`src/rtl/pngu_pkg.sv`:
```
// shared types and constants of the png scanline unfilter
`default_nettype none

package pngu_pkg;

  localparam int unsigned BYTE_W     = 8;
  localparam int unsigned BPP_W      = 4;
  localparam int unsigned LEN_W      = 13;
  localparam int unsigned CFG_IDX_W  = 1;
  localparam int unsigned CFG_DATA_W = 13;

  // configuration register indexes
  localparam logic [CFG_IDX_W-1:0] REG_BYTES_PER_PIXEL = 1'd0;
  localparam logic [CFG_IDX_W-1:0] REG_LINE_BYTES      = 1'd1;

  // highest legal filter code in the stream
  localparam logic [BYTE_W-1:0] FILTER_CODE_MAX = 8'd4;

  typedef enum logic [2:0] {
    FILT_NONE  = 3'd0,
    FILT_SUB   = 3'd1,
    FILT_UP    = 3'd2,
    FILT_AVG   = 3'd3,
    FILT_PAETH = 3'd4,
    FILT_BAD   = 3'd5
  } filter_e;

  typedef struct packed {
    logic [BYTE_W-1:0] filtered_byte;
    logic              image_start;
  } in_t;

  typedef struct packed {
    logic [BYTE_W-1:0] pixel_byte;
    logic              line_end;
    logic              bad_filter;
  } out_t;

  // operands of one byte reconstruction
  typedef struct packed {
    filter_e           filt;
    logic [BYTE_W-1:0] x;
    logic [BYTE_W-1:0] a;
    logic [BYTE_W-1:0] b;
    logic [BYTE_W-1:0] c;
  } pred_in_t;

endpackage

`default_nettype wire

```
`src/rtl/pngu_predict.sv`:
```
// predictor and modulo-256 add for one reconstructed byte
`default_nettype none

module pngu_predict (
  input  pngu_pkg::pred_in_t          op_i,
  output logic [pngu_pkg::BYTE_W-1:0] recon_o
);
  import pngu_pkg::*;

  logic [BYTE_W:0]   sum_ab;
  logic [BYTE_W:0]   sum_cc;
  logic [BYTE_W-1:0] pa;
  logic [BYTE_W-1:0] pb;
  logic [BYTE_W:0]   pc;
  logic [BYTE_W-1:0] paeth;
  logic [BYTE_W-1:0] pred;

  always_comb begin
    sum_ab = {1'b0, op_i.a} + {1'b0, op_i.b};
    sum_cc = {1'b0, op_i.c} + {1'b0, op_i.c};
    pa = (op_i.b > op_i.c) ? op_i.b - op_i.c : op_i.c - op_i.b;
    pb = (op_i.a > op_i.c) ? op_i.a - op_i.c : op_i.c - op_i.a;
    pc = (sum_ab > sum_cc) ? sum_ab - sum_cc : sum_cc - sum_ab;
    // ties favour a, then b
    if (({1'b0, pa} <= {1'b0, pb}) && ({1'b0, pa} <= pc)) begin
      paeth = op_i.a;
    end else if ({1'b0, pb} <= pc) begin
      paeth = op_i.b;
    end else begin
      paeth = op_i.c;
    end
  end

  always_comb begin
    case (op_i.filt)
      FILT_SUB:   pred = op_i.a;
      FILT_UP:    pred = op_i.b;
      FILT_AVG:   pred = sum_ab[BYTE_W:1];
      FILT_PAETH: pred = paeth;
      default:    pred = '0;
    endcase
  end

  assign recon_o = op_i.x + pred;

endmodule

`default_nettype wire

```
`config.mk`:
```
export PLATFORM = sky130hd
export DESIGN_NAME = pngu_predict
export DESIGN_NICKNAME = d
export VERILOG_FILES = /design/src/rtl/pngu_pkg.sv /design/src/rtl/pngu_predict.sv
export SDC_FILE = /design/constraint.sdc
export NUM_CORES = 1
export LEC_CHECK = 0
export BUFFER_PORTS_ARGS = -buffer_cell sky130_fd_sc_hd__buf_2
export CAP_MARGIN = 20
export CORE_MARGIN = 2
export CORE_UTILIZATION = 45
export DETAILED_ROUTE_END_ITERATION = 10
export PLACE_DENSITY = 0.65
export RECOVER_POWER = 100
export SLEW_MARGIN = 20
export SYNTH_ARGS = -nofsm -noshare
export SYNTH_HDL_FRONTEND = slang
export SYNTH_SLANG_ARGS = --single-unit
```
`constraint.sdc`:
```
create_clock -name vclk -period 8.1
set_input_delay 0.405 -clock vclk [all_inputs]
set_output_delay 0.405 -clock vclk [all_outputs]
set_load 0.01 [all_outputs]
```
==> flow_metrics.py, run 1 <==
metrics = {
    "outcome": {
        "status": "finished, final reports clean",
    },
    "power_and_ir_drop": {
        "cellPowerDensity_nw_per_um2": 201,
        "combPwrFrac": 1.000,
        "p_seq_frac": 0,
        "p_int_uw": 386,
        "clock_power_share": 0,
        "ir_drop_mv": 0.127,
        "switching_share": 0.555,
        "power_switching_uw": 481,
        "power_leakage_nw": 2.18,
    },
    "yosys": {
        "syn_inst": 484,
        "syn_avg_cell_area_sq_um": 7.39,
        "synth.yosys.seq_area_share": 0,
        "synthTopCellsByCount": "ha_1, inv_1, a21oi_1",
        "synth_nets": 609,
        "synth.most_common_cell": "ha_1",
        "netlist.area_leader.share": 0.287,
        "syn-cell-area_sq_um": 3580,
        "ys.warnings.count": 0,
        "synth.area.top_cells": "ha_1, inv_1, a21oi_1",
        "post-synth-top-area-cell": "ha_1",
        "synth.distinct_cells": 61,
    },
    "sta": {
        "rsz0062_at_grt": "yes",
        "final-hold-violation-count": 0,
        "holdWs_ns": 1.15,
        "period_needed_ns": 7.70,
        "slew_violations": 0,
        "worstMarginPinSlew_ns": 0.696,
        "setup_viol": 0,
        "slew_headroom": 0.535,
        "finalCritPeriodShare": 0.950,
        "fmax_mhz": 130,
    },
    "global_routing": {
        "antenna_found_initial": 0,
        "grt_pass1_wl_um": 17400,
        "grt_remaining_overflow": 0,
        "grt_usage": 0.247,
        "grt_pass1_vias": 3598,
        "grt_max_degree": 20,
    },
    "cells_and_area": {
        "clock_buffers": 0,
        "diodes": 0,
        "area_growth_pct": 20.5,
        "fin_nets": 677,
        "seq_area_sq_um": 0,
        "design.seq.count": 0,
        "final_util": 0.558,
        "final_cells": 652,
        "drive_gt1_frac": 0.225,
    },
    "floorplan": {
        "row_count": 32,
        "start_util": 0.463,
        "die_y_um": 93.1,
        "dieArea_sq_um": 8680,
        "num_io_pins": 43,
        "core-area_sq_um": 7730,
        "die_x_um": 93.1,
    },
    "cts": {
        "holdBufCountCts": 0,
    },
    "worst_setup_path": {
        "start_kind": "input pin",
        "slowest_stage": "ha_1",
        "max_stage_delay_ns": 0.37,
        "worstSetupEndpointType": "output pin",
        "cpMostUsedCell": "a21o_1",
        "crit_fanout": 7,
        "required_ns": 7.70,
        "path_class": "input pin to output pin",
        "arrival_ns": 7.29,
    },
    "detailed_routing": {
        "dr.pass1.iters": 5,
        "dr.max_layer_used": "met4",
        "wl_met2_um": 5000,
        "route.met3.wl_um": 585,
        "detail-route-antenna-nets": 0,
        "drt_iter0_drc": 211,
        "wl_per_cell_um": 16.8,
        "drt-vias-per-instance": 5.82,
        "totalWireLength_um": 10900,
        "vias": 3793,
        "m1WireLength_um": 5200,
        "drc": 0,
    },
    "worst_hold_path": {
        "hold_path_class": "input pin to output pin",
    },
    "place": {
        "dp_hpwl_um": 9370,
        "gp_congestion": 0.946,
        "place_inst": 646,
        "io_buffer_count": 43,
    },
    "flow_run": {
        "max_cap_viol_count": 0,
    },
}
critical path, delay by kind of cell:
family          cells  cell delay (ns)
compound gates     23             4.06
fa+ha+maj           5             1.40
simple gates        6             0.67
xor+xnor            3             0.49
buf+inv             2             0.27
power groups by stage:
stage | sequential (mW) | clock [mW] | combinational [mW]
floorplan | 0 | 0 | 0.528
global placement | 0 | 0 | 0.757
detailed placement | 0 | 0 | 0.769
CTS | 0 | 0 | 0.791
global route | 0 | 0 | 0.957
finish | 0 | 0 | 0.867
layout by cell type (no fill, tap or decap), drive strengths merged, types with 11 or more instances in the layout:
master	instances
a211oi	14
a21o	16
a21oi	40
buf	80
ha	82
inv	58
mux2i	11
nand2	31
nor2	27
o21ai	31
xnor2	20
xor2	11
worst paths after layout:
check                start          to  cells past startpoint
setup / recovery  op_i[16]  recon_o[7]                     39
hold / removal    op_i[24]  recon_o[0]                      3
cells by family after synthesis:
| kind of cell | synth area share |
|---|---|
| xor+xnor | 0.0759 |
| compound gates | 0.315 |
| mux | 0.0434 |
| buf+inv | 0.0798 |
| simple gates | 0.154 |
| fa+ha+maj | 0.332 |
cell type report:
class	instances	area, sq um
fill	748	3420
inverter	58	218
multi-input combinational	412	3450
tap	102	128
timing repair buffer	80	513
stage by stage:
| stage | instance area, sq um | total power [mW] | TNS, ns | setup WS (ns) |
|---|---|---|---|---|
| floorplan | 3580 | 0.528 | 0 | 0.457 |
| global placement | 4080 | 0.757 | 0 | 0.103 |
| detailed placement | 4080 | 0.769 | -0.245 | -0.245 |
| CTS | 4130 | 0.791 | 0 | 0.0274 |
| global route | 4310 | 0.957 | -0.0852 | -0.0852 |
| finish | 4310 | 0.867 | 0 | 0.404 |
repair_timing:
| item | CTS | global route |
|---|---|---|
| cloned | 0 | 0 |
| pin swaps | 3 | 24 |
| buffers inserted | 3 | 3 |
| gates resized for setup | 6 | 35 |
| setup endpoints to repair | 1 | 2 |
per-layer routing:
layer | track usage | up-vias
li1 | - | 1887
met4 | 0.0392 | 0
met2 | 0.417 | 113
met5 | 0 | -
met1 | 0.347 | 1779
met3 | 0.0234 | 14
Note: power is estimated with default switching activity, not from simulation.
==> inputs of run 2 (changes only) <==
Settings changed: CORE_ASPECT_RATIO set to 0.75, CORE_UTILIZATION 45 to 26, PLACE_DENSITY 0.65 to 0.43.
==> run 2 against run 1 <==
Against the previous run: critical endpoint unchanged; setup slack lost 0.17 ns; utilization shrank 21 points; fmax shrank 2.1%; clock-buffer cell count is the same; final cell count grew 15%; power grew 9.1%; global-route usage shrank 7.7 points; critical path depth shrank 1.
==> flow_metrics.py, run 2 (synthesis results as in run 1) <==
metrics = {
    "floorplan": {
        "die_x_um": 139,
        "dieArea_sq_um": 14700,
        "start_util": 0.264,
        "row_count": 37,
        "num_io_pins": 43,
        "die_y_um": 106,
        "core-area_sq_um": 13600,
    },
    "detailed_routing": {
        "dr.pass1.iters": 4,
        "drt_iter0_drc": 262,
        "wl_per_cell_um": 17.1,
        "vias": 3808,
        "drt-vias-per-instance": 5.06,
        "detail-route-antenna-nets": 0,
        "totalWireLength_um": 12900,
        "drc": 0,
    },
    "sta": {
        "fmax_mhz": 127,
        "slew_headroom": 0.525,
        "slew_violations": 0,
        "period_needed_ns": 7.87,
        "setup_ws_ns": 0.235,
        "holdWs_ns": 1.13,
        "setup-tns-final_ns": 0,
        "rsz0062_at_grt": "yes",
        "setup_viol": 0,
        "finalCritPeriodShare": 0.971,
        "final-hold-violation-count": 0,
        "worstMarginPinSlew_ns": 0.711,
    },
    "cts": {
        "holdBufCountCts": 0,
    },
    "worst_setup_path": {
        "start_kind": "input pin",
        "cp_num_buf_inv": 3,
        "slowest_stage": "fa_2",
        "worstSetupEndpointType": "output pin",
        "max_stage_delay_ns": 0.39,
        "crit_path_start": "op_i[16]",
        "path_class": "input pin to output pin",
        "crit_path_end": "recon_o[7]",
        "critical-path-top-delay-family": "compound AO/OA/AOI/OAI gates",
        "cp_num_cells": 38,
        "crit_fanout": 5,
        "required_ns": 7.70,
        "cpMostUsedCell": "a21oi_2",
        "arrival_ns": 7.46,
    },
    "cells_and_area": {
        "final_util": 0.348,
        "clock_buffers": 0,
        "layout_commonest_cell": "ha_1",
        "fin_nets": 705,
        "drive_gt1_frac": 0.272,
        "area_growth_pct": 32.0,
        "seq_area_sq_um": 0,
        "design.seq.count": 0,
        "fin_area_sq_um": 4720,
        "diodes": 0,
        "final_cell_mix": "ha_1, buf_4, inv_1",
    },
    "power_and_ir_drop": {
        "power_leakage_nw": 2.34,
        "cellPowerDensity_nw_per_um2": 200,
        "ir_drop_mv": 0.0756,
    },
    "global_routing": {
        "grt_remaining_overflow": 0,
        "grt-busiest-layer": "met1",
        "grt_usage": 0.170,
        "gr-usage-met1": 0.286,
        "grt_max_degree": 20,
        "grt_pass1_wl_um": 20300,
        "grt_pass1_vias": 3699,
        "grt.met2_usage": 0.247,
        "antenna_found_initial": 0,
        "met3_usage": 0.00454,
    },
    "outcome": {
        "status": "finished, final reports clean",
    },
    "place": {
        "io_buffer_count": 43,
        "placed_area_sq_um": 4360,
        "gp_congestion": 0.892,
        "post-place-ws_ns": -0.512,
        "dp_hpwl_um": 11000,
    },
    "flow_run": {
        "max_cap_viol_count": 0,
    },
    "worst_hold_path": {
        "hold_path_class": "input pin to output pin",
    },
}
[run 2: how the worst min path moves through the flow]
| stage | start | endpoint | slack [ns] | cells past startpoint |
|---|---|---|---|---|
| after CTS | op_i[24] | recon_o[0] | 1.13 | 3 |
| after global routing | op_i[24] | recon_o[0] | 1.15 | 3 |
| after detailed placement | op_i[24] | recon_o[0] | 1.13 | 3 |
| after global placement | op_i[24] | recon_o[0] | 1.13 | 3 |
| after floorplan | op_i[24] | recon_o[0] | 0.96 | 1 |
| final | op_i[24] | recon_o[0] | 1.13 | 3 |
[run 2: routing by layer]
metal	share of wire	vias up
met5	0	-
met4	0.0030	0
met3	0.033	2
met2	0.39	79
met1	0.57	1779
li1	-	1948
[run 2: report_power, final]
| group | leakage [nW] | internal [mW] | switching (mW) | total, mW |
|---|---|---|---|---|
| Combinational | 2.34 | 0.431 | 0.515 | 0.945 |
| Clock | 0 | 0 | 0 | 0 |
| Sequential | 0 | 0 | 0 | 0 |
| Total | 2.34 | 0.431 | 0.515 | 0.945 |
[run 2: area by class of cell]
type                            count  area [sq um]
Multi-Input combinational cell    412          3540
Tap cell                          175           219
Fill cell                        1472          8840
Inverter                           58           218
Timing Repair Buffer              108           739
[run 2: metrics by stage]
step / cells / total power [mW]
final: 753 / 0.945
after global routing: 753 / 1.05
after CTS: 747 / 0.884
after detailed placement: 743 / 0.842
after global placement: 743 / 0.834
after floorplan: 484 / 0.528
[run 2: what timing repair did]
item                                    4_1_cts  5_1_grt
setup buffers                                 4        6
pin swaps                                     9       46
gates resized for setup                      14       41
endpoints found under the setup margin        1        2
